`config.mk`:
```
export PLATFORM = sky130hd
export DESIGN_NAME = deque_with_search_unit
export DESIGN_NICKNAME = d
export VERILOG_FILES = /design/src/sv/dqs_pkg.sv /design/src/sv/dqs_cell.sv /design/src/sv/deque_with_search_unit.sv
export SDC_FILE = /design/constraint.sdc
export NUM_CORES = 1
export LEC_CHECK = 0
export ABC_AREA = 1
export BUFFER_PORTS_ARGS = -buffer_cell sky130_fd_sc_hd__buf_2
export CAP_MARGIN = 20
export CELL_PAD_IN_SITES_DETAIL_PLACEMENT = 0
export CELL_PAD_IN_SITES_GLOBAL_PLACEMENT = 1
export CORE_ASPECT_RATIO = 0.75
export CORE_UTILIZATION = 30
export CTS_CLUSTER_SIZE = 8
export DETAILED_ROUTE_END_ITERATION = 12
export MAX_ROUTING_LAYER = met4
export PLACE_DENSITY_LB_ADDON = 0.3
export SYNTH_ARGS = -nofsm -noshare
export SYNTH_HDL_FRONTEND = slang
export SYNTH_SLANG_ARGS = --single-unit
```
`constraint.sdc`:
```
create_clock -name clk -period 3.9 [get_ports clk]
set_input_delay 0 -clock clk [delete_from_list [all_inputs] [get_ports clk]]
set_output_delay 0 -clock clk [all_outputs]
set_load 0.01 [all_outputs]
```
`src/sv/dqs_pkg.sv`:
```
// Package for the double-ended queue with search.
// Holds the depth, derived widths, command and status codes, and the cell
// operation struct. No dependencies.
`timescale 1ns / 1ps

package dqs_pkg;

	localparam int DEPTH = 16;
	localparam int CNT_W = $clog2(DEPTH + 1);
	localparam int IDX_W = $clog2(DEPTH);

	localparam logic [2:0] CMD_PUSH_FRONT = 3'd0;
	localparam logic [2:0] CMD_PUSH_BACK  = 3'd1;
	localparam logic [2:0] CMD_POP_FRONT  = 3'd2;
	localparam logic [2:0] CMD_POP_BACK   = 3'd3;
	localparam logic [2:0] CMD_SEARCH     = 3'd4;

	localparam logic [1:0] ST_DONE  = 2'd0;
	localparam logic [1:0] ST_EMPTY = 2'd1;
	localparam logic [1:0] ST_FULL  = 2'd2;

	typedef struct packed {
		logic push_front;
		logic push_back;
		logic pop_front;
		logic pop_back;
	} dqs_op_t;

endpackage

```
`src/sv/dqs_cell.sv`:
```
// One storage cell of the queue chain: an entry, its valid bit and a
// search flag that ripples toward the back of the chain.
// Depends on dqs_pkg.
`timescale 1ns / 1ps

module dqs_cell
	import dqs_pkg::*;
(
	input  logic               clk,
	input  logic               arst_n,
	input  dqs_op_t            op,
	input  logic signed [31:0] push_value,
	input  logic signed [31:0] key,
	input  logic signed [31:0] left_data,
	input  logic               left_valid,
	input  logic signed [31:0] right_data,
	input  logic               right_valid,
	input  logic               found_in,
	output logic signed [31:0] data,
	output logic               valid,
	output logic               found_out
);

	logic signed [31:0] data_q;
	logic               valid_q;
	logic               found_q;
	logic               load_back;

	// The first empty cell behind the last held entry takes a push at the back.
	assign load_back = op.push_back && left_valid && !valid_q;

	always_ff @(posedge clk) begin
		if (op.push_front) begin
			data_q <= left_data;
		end else if (op.pop_front) begin
			data_q <= right_data;
		end else if (load_back) begin
			data_q <= push_value;
		end
	end

	always_ff @(posedge clk or negedge arst_n) begin
		if (!arst_n) begin
			valid_q <= 1'b0;
			found_q <= 1'b0;
		end else begin
			if (op.push_front) begin
				valid_q <= left_valid;
			end else if (op.pop_front) begin
				valid_q <= right_valid;
			end else if (op.push_back) begin
				valid_q <= valid_q | left_valid;
			end else if (op.pop_back) begin
				valid_q <= valid_q & right_valid;
			end
			found_q <= found_in | (valid_q && (data_q == key));
		end
	end

	assign data      = data_q;
	assign valid     = valid_q;
	assign found_out = found_q;

endmodule

```
`src/sv/deque_with_search_unit.sv`:
```
// Results: a push, a pop or an unused command gives its result in the cycle after
// acceptance; a search first registers its key, waits in S_SEARCH while the found
// flag ripples through the DEPTH cells one cell per cycle, then reports from S_FINISH.
// Throughput: one push or pop per cycle while results are taken at once; a search
// holds the input until its result is given.
// Reset: arst_n clears the count, the valid bits and the control; entries stay.
`timescale 1ns / 1ps

module deque_with_search_unit
	import dqs_pkg::*;
(
	input  logic               clk,
	input  logic               arst_n,
	input  logic               in_valid,
	output logic               in_ready,
	input  logic [2:0]         command,
	input  logic signed [31:0] value,
	output logic               out_valid,
	input  logic               out_ready,
	output logic [1:0]         status,
	output logic               found,
	output logic [4:0]         count
);

	typedef enum logic [1:0] {
		S_IDLE,
		S_SEARCH,
		S_FINISH
	} state_t;

	state_t             state_q;
	logic [CNT_W-1:0]   cnt_q;
	logic [IDX_W-1:0]   srch_cnt_q;
	logic signed [31:0] key_q;
	logic               out_valid_q;
	logic [1:0]         status_q;
	logic               found_q;
	logic [CNT_W-1:0]   count_q;

	logic               accept;
	logic               is_full;
	logic               is_empty;
	dqs_op_t            op;

	logic signed [31:0] data_w  [DEPTH];
	logic [DEPTH-1:0]   valid_w;
	logic [DEPTH-1:0]   found_w;

	assign in_ready = (state_q == S_IDLE) && (!out_valid_q || out_ready);
	assign accept   = in_valid && in_ready;
	assign is_full  = (cnt_q == CNT_W'(DEPTH));
	assign is_empty = (cnt_q == '0);

	always_comb begin
		op = '0;
		if (accept) begin
			op.push_front = (command == CMD_PUSH_FRONT) && !is_full;
			op.push_back  = (command == CMD_PUSH_BACK) && !is_full;
			op.pop_front  = (command == CMD_POP_FRONT) && !is_empty;
			op.pop_back   = (command == CMD_POP_BACK) && !is_empty;
		end
	end

	for (genvar k = 0; k < DEPTH; k++) begin : g_cell
		logic signed [31:0] left_data;
		logic               left_valid;
		logic signed [31:0] right_data;
		logic               right_valid;
		logic               found_in;

		if (k == 0) begin : g_head
			assign left_data  = value;
			assign left_valid = 1'b1;
			assign found_in   = 1'b0;
		end else begin : g_mid
			assign left_data  = data_w[k-1];
			assign left_valid = valid_w[k-1];
			assign found_in   = found_w[k-1];
		end

		if (k == DEPTH - 1) begin : g_tail
			assign right_data  = '0;
			assign right_valid = 1'b0;
		end else begin : g_inner
			assign right_data  = data_w[k+1];
			assign right_valid = valid_w[k+1];
		end

		dqs_cell u_cell (
			.clk         (clk),
			.arst_n      (arst_n),
			.op          (op),
			.push_value  (value),
			.key         (key_q),
			.left_data   (left_data),
			.left_valid  (left_valid),
			.right_data  (right_data),
			.right_valid (right_valid),
			.found_in    (found_in),
			.data        (data_w[k]),
			.valid       (valid_w[k]),
			.found_out   (found_w[k])
		);
	end

	always_ff @(posedge clk) begin
		if (accept && (command == CMD_SEARCH)) begin
			key_q <= value;
		end
	end

	always_ff @(posedge clk or negedge arst_n) begin
		if (!arst_n) begin
			state_q     <= S_IDLE;
			cnt_q       <= '0;
			srch_cnt_q  <= '0;
			out_valid_q <= 1'b0;
			status_q    <= ST_DONE;
			found_q     <= 1'b0;
			count_q     <= '0;
		end else begin
			case (state_q)
				S_IDLE: begin
					if (accept && (command == CMD_SEARCH)) begin
						out_valid_q <= 1'b0;
						srch_cnt_q  <= '0;
						state_q     <= S_SEARCH;
					end else if (accept) begin
						out_valid_q <= 1'b1;
						found_q     <= 1'b0;
						if (op.push_front || op.push_back) begin
							status_q <= ST_DONE;
							cnt_q    <= cnt_q + CNT_W'(1);
							count_q  <= cnt_q + CNT_W'(1);
						end else if (op.pop_front || op.pop_back) begin
							status_q <= ST_DONE;
							cnt_q    <= cnt_q - CNT_W'(1);
							count_q  <= cnt_q - CNT_W'(1);
						end else if ((command == CMD_PUSH_FRONT) ||
								(command == CMD_PUSH_BACK)) begin
							status_q <= ST_FULL;
							count_q  <= cnt_q;
						end else if ((command == CMD_POP_FRONT) ||
								(command == CMD_POP_BACK)) begin
							status_q <= ST_EMPTY;
							count_q  <= cnt_q;
						end else begin
							status_q <= ST_DONE;
							count_q  <= cnt_q;
						end
					end else if (out_ready) begin
						out_valid_q <= 1'b0;
					end
				end
				S_SEARCH: begin
					srch_cnt_q <= srch_cnt_q + IDX_W'(1);
					if (srch_cnt_q == IDX_W'(DEPTH - 1)) begin
						state_q <= S_FINISH;
					end
				end
				S_FINISH: begin
					out_valid_q <= 1'b1;
					status_q    <= ST_DONE;
					found_q     <= found_w[DEPTH-1];
					count_q     <= cnt_q;
					state_q     <= S_IDLE;
				end
				default: begin
					state_q <= S_IDLE;
				end
			endcase
		end
	end

	assign out_valid = out_valid_q;
	assign status    = status_q;
	assign found     = found_q;
	assign count     = 5'(count_q);

	a_valid_matches_count: assert property (@(posedge clk) disable iff (!arst_n)
		$countones(valid_w) == int'(cnt_q))
		else $error("cell valid bits disagree with the entry count");

	a_count_bounded: assert property (@(posedge clk) disable iff (!arst_n)
		cnt_q <= CNT_W'(DEPTH))
		else $error("entry count exceeds the depth");

	a_push_back_grows: assert property (@(posedge clk) disable iff (!arst_n)
		(accept && (command == CMD_PUSH_BACK) && !is_full)
		|=> (cnt_q == $past(cnt_q) + CNT_W'(1)))
		else $error("push at the back did not add an entry");

	a_no_shift_in_search: assert property (@(posedge clk) disable iff (!arst_n)
		(state_q != S_IDLE) |-> (op == '0))
		else $error("cells changed while a search was running");

endmodule
```
Yosys cells after proc, flatten, opt, wreduce, memory -nomap -nowiden
Cells that the tools add are included.
- RAM bits: 0
- input port bits: 39
- word-level logic and storage cells: 376
- ROM bits: 0
- bits in latches: 0
- register bits: 596
- memories: 0
- output and inout bits: 10
- eq/ne operators: 29
- multipliers: 0
- bitwise operators: 46
- add/sub/neg operators: 3
- magnitude comparators: 0
- reductions and logical operators: 105
- divide/modulo/power cells: 0
- shift operators: 0
- muxes and demuxes: 137
- operator list (cell ; count):
    32-bit two-way mux ; 48
    32-bit == test ; 16
    1-bit two-way mux ; 70
    1-bit logical AND ; 54
    3-bit nonzero test ; 16
    1-bit OR ; 30
    5-bit two-way mux ; 4
    1-bit zero test ; 19
    1-bit AND ; 15
    2-bit two-way mux ; 7
    5-bit one-hot mux with 2 select lines ; 1
    4-bit two-way mux ; 2
    2-bit one-hot mux with 2 select lines ; 2
    4-bit one-hot mux with 2 select lines ; 1
    3-bit by 2-bit == test with 1-bit output, second input constant ; 2
    2-bit != test, second input constant ; 3
    2-bit AND reduction ; 3
    3-bit AND reduction ; 2
    5-bit by 1-bit adder with 5-bit output, second input constant ; 1
    5-bit == test, second input constant ; 1
    5-bit zero test ; 1
    1-bit logical OR ; 5
    5-bit by 1-bit subtractor with 5-bit output, second input constant ; 1
    4-bit by 1-bit adder with 4-bit output, second input constant ; 1
    13 further kinds ; 15

Logic depth before layout (Yosys ltp)
Gate-level depths: netlist of run 1.
- depth in word-level cells: 11
- mapped depth: 12

Hierarchy
From an unflattened synthesis of run 1, not the netlist that was laid out.
- cells, all modules: 5269
- area, all modules: 38928.6 sq um
- by module, submodules not included (module ; cells an instance ; area an instance (sq um) ; instances ; seq. area each (sq um)):
    dqs_cell ; 318 ; 2299.7 ; 16 ; 1011.0
    deque_with_search_unit ; 181 ; 2133.3 ; 1 ; 1461.4

Worst setup path after synthesis of run 1
OpenSTA, ideal clock, no wires.
- path kind: reg2reg
- start: register cnt_q[0]
- end: register g_cell[0].u_cell.data_q[0], enable pin
- setup time: 470 ps
- clock period less this slack: 4287 ps
- path slack: -387 ps
- arrival time: 3817 ps
- required time: 3430 ps
- path buffers: 2
- cell stages (with the launch flop): 8
- cells stage by stage: dfrtp_1 -> inv_1 -> ha_1 -> nand3_2 -> buf_2 -> nand3_2 -> clkbuf_1 -> o31ai_1
- longest elaborated chain between the ends: 6
- ends and longest elaborated chain (what ; RTL line ; source):
    from (decl) ; deque_with_search_unit.sv:32 ; logic [CNT_W-1:0] cnt_q;
    from (signal assigned) ; deque_with_search_unit.sv:133 ; cnt_q <= cnt_q + CNT_W'(1);
    from (signal assigned) ; deque_with_search_unit.sv:137 ; cnt_q <= cnt_q - CNT_W'(1);
    5-bit == test ; deque_with_search_unit.sv:51 ; assign is_full = (cnt_q == CNT_W'(DEPTH));
    1-bit zero test ; deque_with_search_unit.sv:57, deque_with_search_unit.sv:58 ;
    1-bit logical AND ; deque_with_search_unit.sv:58 ; op.push_back = (command == CMD_PUSH_BACK) && !is_full;
    4-bit two-way mux * ; deque_with_search_unit.sv:56 ; if (accept) begin
    1-bit logical AND ; dqs_cell.sv:30 ; assign load_back = op.push_back && left_valid && !valid_q;
    3-bit nonzero test (no line) * ; n/a ;
    to (signal assigned) ; dqs_cell.sv:34 ; data_q <= left_data;
    to (signal assigned) ; dqs_cell.sv:36 ; data_q <= right_data;
    to (signal assigned) ; dqs_cell.sv:38 ; data_q <= push_value;
    to (decl) ; dqs_cell.sv:24 ; logic signed [31:0] data_q;
Mark *: on every way between the ends. The rest lies on a longest branch, timed or not.
A chain may end at the register's enable or synchronous reset.

Final worst setup path of run 1
- start: register cnt_q[0]
- end: register g_cell[8].u_cell.data_q[13], data pin
- longest elaborated chain between the ends: 6
- ends and longest elaborated chain (what ; RTL line ; source):
    5-bit zero test ; deque_with_search_unit.sv:52 ; assign is_empty = (cnt_q == '0);
    1-bit zero test ; deque_with_search_unit.sv:59 ; op.pop_front = (command == CMD_POP_FRONT) && !is_empty;
    1-bit logical AND ; deque_with_search_unit.sv:59 ;
    4-bit two-way mux * ; deque_with_search_unit.sv:56 ;
    32-bit two-way mux ; dqs_cell.sv:35 ; end else if (op.pop_front) begin
    32-bit two-way mux * ; dqs_cell.sv:33 ; if (op.push_front) begin
    to (signal assigned) ; dqs_cell.sv:34 ;
    to (signal assigned) ; dqs_cell.sv:36 ;
    to (signal assigned) ; dqs_cell.sv:38 ;
    to (decl) ; dqs_cell.sv:24 ;
Marks and branches as above.

==> results of run 1 <==
synth_stat cells, drive strengths merged:
cell type  instances  area, um^2
nand3            121         626
a21oi             21         105
inv              392        1470
o21ai            156         781
o2111ai            2        17.5
nand4             82         513
buf              155         792
edfxtp           544       16300
or2                8        50.1
nor3              38         190
o31ai              2        15.0
clkinv            10        37.5
dfrtp             52        1300
nand3b             4        30.0
xor2              53         464
o21bai             1        7.51
o22ai             41         257
a22o               1        8.76
and2               2        12.5
nor3b              1        7.51
a22oi            114         856
xnor2            111         972
clkbuf            75         282
nand2           1337        5100
ha                 3        37.5
o211ai           320        2400
nor2             219         875
power by group:
group	switching (uW)	internal (uW)	leakage [uW]
logic	2130	862	0.00765
clock network	2990	4110	0.00116
registers	544	7770	0.00563
total	5660	12700	0.0144
per-stage QoR:
stage	hold slack (ps)	total power, uW
3_5_place_dp	248	11300
6_report	36.9	18400
2_1_floorplan	-296	10000
4_1_cts	0.263	18400
5_1_grt	63.8	19000
3_3_place_gp	249	11300
layer usage:
metal  routed length [um]  global-route usage  vias up
met5                    0                   -        -
met4                 2520              0.0491        0
li1                     -                   -    13192
met2                52300               0.309     1407
met3                16200              0.0755      135
met1                67000               0.382    14278
flip-flops by register name, indices dropped and copies added, names as in the netlist, 4 cells and up:
signal and count:
cnt_q 5, key_q 32, srch_cnt_q 4, g_cell.u_cell.found_out 16
count 5, g_cell.u_cell.valid 16, g_cell.u_cell.data 512
final cells by class:
class                   instances  area share
clock buffers                 131      0.0618
diodes                          4    0.000262
well taps                    1444      0.0473
flip-flops and latches        596       0.461
clock inverters                 3     0.00118
multi-input cells            2637       0.351
repair buffers                171      0.0368
inverters                     402      0.0397
worst reg2reg max path: stages, from the launching register on:
cell	delay, ps
dfrtp_1	390
inv_1	100
ha_1	280
nand3_2	280
nand2_4	170
nor2_8	160
buf_4	510
buf_12	510
a22oi_1	420
nand2_1	100
cell families after synthesis:
family | count (synthesis) | synth area share
buf+inv | 632 | 0.0770
fa+ha+maj | 3 | 0.00112
simple gates | 1812 | 0.221
flops | 596 | 0.526
compound gates | 658 | 0.133
xor+xnor | 164 | 0.0428
worst paths after layout:
path                                                 startpoint                               endpoint  slack [ps]  depth (start not counted)
max                                        cnt_q[0]$_DFFE_PN0P_    g_cell[8].u_cell.data[13]$_DFFE_PP_         840                          9
min                                                    in_valid     g_cell[8].u_cell.valid$_DFFE_PN0P_          40                         10
max reg2reg                                cnt_q[0]$_DFFE_PN0P_    g_cell[8].u_cell.data[13]$_DFFE_PP_         840                          9
min reg2reg                g_cell[9].u_cell.found_out$_DFF_PN0_  g_cell[10].u_cell.found_out$_DFF_PN0_         430                          2
max in group asynchronous                                arst_n  g_cell[12].u_cell.found_out$_DFF_PN0_        3020                          4
min in group asynchronous                                arst_n                  status[0]$_DFFE_PN0P_         320                          3
==> impl_metrics.csv, run 1 <==
group,metric,value,unit
status,status,"completed",
timing,slew_headroom,0.345,
global_route,grt_max_degree,135,
floorplanning,initial_core_util,0.305,
global_route,antenna_found_initial,7,
yosys,synth_area,33500,um^2
final_layout,most-common-layout-cells,"1297 x nand2_1, 544 x edfxtp_1, 388 x inv_1",
critical_path,path_cells,"inv_1, ha_1, nand3_2, nand2_4, nor2_8, buf_4, buf_12, a22oi_1, nand2_1",
global_route,grt-ovfl-total,0,
clock_tree,clk_pin_slew_worst_paths,60,ps
pwr,p_per_area,482,nW/um^2
floorplanning,die_w,388,um
clock_tree,clockRootBuffer,"clkbuf_16",
floorplanning,io_pins,49,
route,drc,0,
global_route,grt_pass1_wl,198,mm
timing,post-route-period-util,0.784,
floorplanning,design.die.area,113000,um^2
timing,fin_skew,34.6,ps
placed_design,dp_cells,5212,
clock_tree,cts.repair.resized,0,
route,wl_per_cell,25.6,um
final_layout,final_common_cell,"nand2_1",
final_layout,multi_input_area,13400,um^2
pwr,irDropWorstVdd,0.344,mV
placed_design,routabilityCongestion,0.927,
critical_path,crit_buf_inv,3,
clock_tree,cts_tree,"done",
timing,setup_slack,844,ps
global_route,grt_pass1_vias,27155,
yosys,yosysWarnings,0,
job,drv_cap,0,
route,vias_per_cell,5.38,
placed_design,portBuffers,48,
yosys,synth-seq-cells,596,
final_layout,final_cell_count_no_fill,5388,
final_layout,final_nets,3934,
final_layout,fin_area,38200,um^2
critical_path,critPathArrivalTime,3570,ps
pwr,p_leak,0.0144,uW
yosys,syn_inst,3865,
yosys,avgSynthCellArea,8.68,um^2
final_layout,n_fill_cell,11419,
placed_design,placed_area,35400,um^2
clock_tree,cts_setup_buffers,0,
clock_tree,clock_path_buffers,3,
critical_path,critPathLaunchType,"flop",
yosys,ys_types,38,
timing,finalSetupTns,0,ps
floorplanning,rows,105,
yosys,synth_seq_area_share,0.526,
critical_path,cp_top_family,"buffers and inverters",
floorplanning,core,110000,um^2
timing,maxSlewViolCount,0,
critical_path,crit_required,4420,ps
timing,grt_setup_unrepaired,"false",
worst_hold_path,hp-class,"primary input to flop",
route,wirelength,138,mm
critical_path,endpoint_kind,"flop",
critical_path,cp_slowest_cell,"buf_4",
global_route,track_usage,0.248,
final_layout,final_util,0.347,
timing,min_period,3060,ps
clock_tree,clock_sinks,596,
placed_design,dp_slack,957,ps
final_layout,drive_above_1_share,0.0746,
timing,final-setup-viol-count,0,
placed_design,post-dp-hpwl,98.2,mm
timing,finalHoldViolations,0,
route,dr.pass1.iters,5,
route,ant_nets,0,
route,drt_iter0_markers,3931,
clock_tree,clk_latency,680,ps
clock_tree,htree_levels,3,
final_layout,seq_area,17600,um^2
timing,fmax,327,MHz
critical_path,path_class,"flop to flop",
final_layout,area_delta_synth_final,13.9,%
floorplanning,die_y,292,um
clock_tree,holdBufCountCts,36,
timing,tightest_slew,973,ps
yosys,syn_nets,3907,
clock_tree,cts_buffers,84,
critical_path,cp_max_fo,117,
route,num_vias,29012,
critical_path,max_stage_delay,510,ps
No activity file was read; power rests on OpenSTA's default activity.
==> run 2: changes to the inputs <==
==> constraint.sdc (replaced) <==
create_clock -name clk -period 2.6 [get_ports clk]
set_input_delay 0 -clock clk [delete_from_list [all_inputs] [get_ports clk]]
set_output_delay 0 -clock clk [all_outputs]
set_load 0.01 [all_outputs]
==> run 2 against run 1 <==
Net effect: global-route usage is 0.75 points higher; hold slack improved by 82 ps; die area unchanged; largest cell class unchanged.
==> impl_metrics.csv, run 2 (same netlist as run 1, synthesis figures left out) <==
group,metric,value,unit
clock_tree,clock_sinks,596,
worst_hold_path,worst_hold_path.num_cells,2,
final_layout,drive_above_1_share,0.0867,
worst_hold_path,hold_end,"key_q[3]$_DFFE_PP_",
critical_path,path_class,"flop to flop",
clock_tree,clockRootBuffer,"clkbuf_16",
timing,maxSlewViolCount,0,
placed_design,dp_cells,5262,
floorplanning,design.die.area,113000,um^2
global_route,grt_pass1_vias,27246,
critical_path,max_stage_delay,380,ps
global_route,grt-ovfl-total,0,
critical_path,critPathArrivalTime,2800,ps
route,dr.pass1.iters,5,
clock_tree,clock_path_buffers,3,
floorplanning,die_w,388,um
final_layout,largest_reg_flops,512,
timing,slew_headroom,0.266,
clock_tree,clk_latency,670,ps
route,drc,0,
placed_design,routabilityCongestion,0.925,
floorplanning,io_pins,49,
placed_design,portBuffers,48,
timing,final-setup-viol-count,0,
clock_tree,cts_tree,"done",
placed_design,placed_area,36100,um^2
critical_path,path_cells,"inv_1, ha_2, nand3_2, nand2_4, nor2_4, nor2_8, buf_12, nand2_2, o21ai_0",
final_layout,final_util,0.353,
clock_tree,cts_buffers,84,
critical_path,cp_slowest_cell,"dfrtp_1",
critical_path,rr_worst_depth,9,
critical_path,cp_max_fo,32,
job,drv_cap,0,
timing,fin_skew,26.5,ps
final_layout,area_delta_synth_final,16.0,%
floorplanning,initial_core_util,0.305,
floorplanning,core,110000,um^2
timing,tightest_slew,1090,ps
critical_path,endpoint_kind,"flop",
pwr,p_per_area,715,nW/um^2
timing,finalHoldViolations,0,
critical_path,rr_startpoint,"cnt_q[0]$_DFFE_PN0P_",
critical_path,reg2reg_to,"g_cell[15].u_cell.data[10]$_DFFE_PP_",
timing,post-route-period-util,0.932,
final_layout,seq_area,17600,um^2
pwr,irDropWorstVdd,0.460,mV
worst_hold_path,hp-class,"primary input to flop",
floorplanning,die_y,292,um
critical_path,critPathLaunchType,"flop",
route,vias_per_cell,5.45,
route,num_vias,29564,
route,drt_iter0_markers,3938,
timing,grt_setup_unrepaired,"false",
floorplanning,rows,105,
global_route,track_usage,0.256,
global_route,antenna_found_initial,1,
route,wirelength,143,mm
final_layout,fin_area,38900,um^2
clock_tree,htree_levels,3,
placed_design,post-dp-hpwl,98.4,mm
final_layout,multi_input_area,13400,um^2
global_route,grt_pass1_wl,204,mm
critical_path,crit_required,2980,ps
final_layout,most-common-layout-cells,"1297 x nand2_1, 544 x edfxtp_1, 388 x inv_1",
critical_path,r2r_slack,180,ps
final_layout,final_common_cell,"nand2_1",
clock_tree,cts_setup_buffers,0,
status,status,"completed",
final_layout,final_cell_count_no_fill,5425,
route,ant_nets,0,
global_route,grt_max_degree,128,
clock_tree,clk_pin_slew_worst_paths,50,ps
route,wl_per_cell,26.3,um
final_layout,n_fill_cell,11436,
worst_hold_path,worstHoldStart,"value[3]",
pwr,p_leak,0.0148,uW
timing,min_period,2420,ps
timing,fmax,413,MHz
final_layout,final_nets,3986,
==> run 2: cell count changes in the layout (fill, tap and decap cells not counted), sizes merged <==
cell,previous run,this run
buf,134,183
clkinv,11,14
clkbuf,131,118
dlygate4sd3,37,40
inv,394,392
diode,4,1
==> run 2: what timing repair did <==
| item | 4_1_cts | 5_1_grt |
|---|---|---|
| gates resized for setup | 0 | 1 |
| hold buffers | 40 | 0 |
| setup endpoints to repair | 0 | 2 |
| endpoints found under the hold margin | 454 | 0 |
==> run 2: worst max path at each step <==
stage | from | endpoint | slack (ps)
finish | cnt_q[0]$_DFFE_PN0P_ | g_cell[15].u_cell.data[10]$_DFFE_PP_ | 180
global route | cnt_q[0]$_DFFE_PN0P_ | g_cell[9].u_cell.data[17]$_DFFE_PP_ | 80
CTS | cnt_q[0]$_DFFE_PN0P_ | g_cell[8].u_cell.data[26]$_DFFE_PP_ | 140
detailed placement | cnt_q[0]$_DFFE_PN0P_ | g_cell[12].u_cell.data[28]$_DFFE_PP_ | 180
global placement | cnt_q[0]$_DFFE_PN0P_ | g_cell[10].u_cell.data[2]$_DFFE_PP_ | 210
floorplan | cnt_q[0]$_DFFE_PN0P_ | g_cell[15].u_cell.data[0]$_DFFE_PP_ | -50
==> run 2: layout make-up <==
type                    count  area share
diodes                      1   0.0000643
clock inverters             4     0.00138
repair buffers            223      0.0551
inverters                 402      0.0390
multi-input cells        2637       0.345
flip-flops and latches    596       0.453
well taps                1444      0.0464
clock buffers             118      0.0595
==> run 2: power by group <==
part           total (uW)  internal [uW]  switching (uW)  leakage [uW]
logic                4800           1440            3360       0.00800
registers           12400          11600             775       0.00563
clock network       10600           6090            4500       0.00114
total               27800          19200            8640        0.0148
==> run 2: metrics by stage <==
stage                     setup slack (ps)  power [uW]  setup TNS (ps)  hold slack [ps]
after floorplan                      -52.4       15100          -16450             -296
after global placement                 208       17200               0             34.1
after detailed placement               178       17300               0             37.1
after CTS                              144       27900               0             79.1
after global routing                  76.4       28700               0              115
final                                  177       27800               0              119
==> run 2: critical path, delay by kind of cell, from the launching register on <==
family / cells / cell delay [ps]
and+or+nand+nor: 5 / 970
adders and majority gates: 1 / 230
buffers and inverters: 2 / 290
AOI/OAI and AO/OA: 1 / 180
DFF: 1 / 380
==> run 2: per-layer routing <==
| layer | global-route usage | share of wire | vias to the layer above |
|---|---|---|---|
| li1 | - | - | 13280 |
| met1 | 0.391 | 0.47 | 14540 |
| met2 | 0.337 | 0.40 | 1579 |
| met3 | 0.0580 | 0.11 | 165 |
| met4 | 0.0509 | 0.018 | 0 |
| met5 | - | 0 | - |
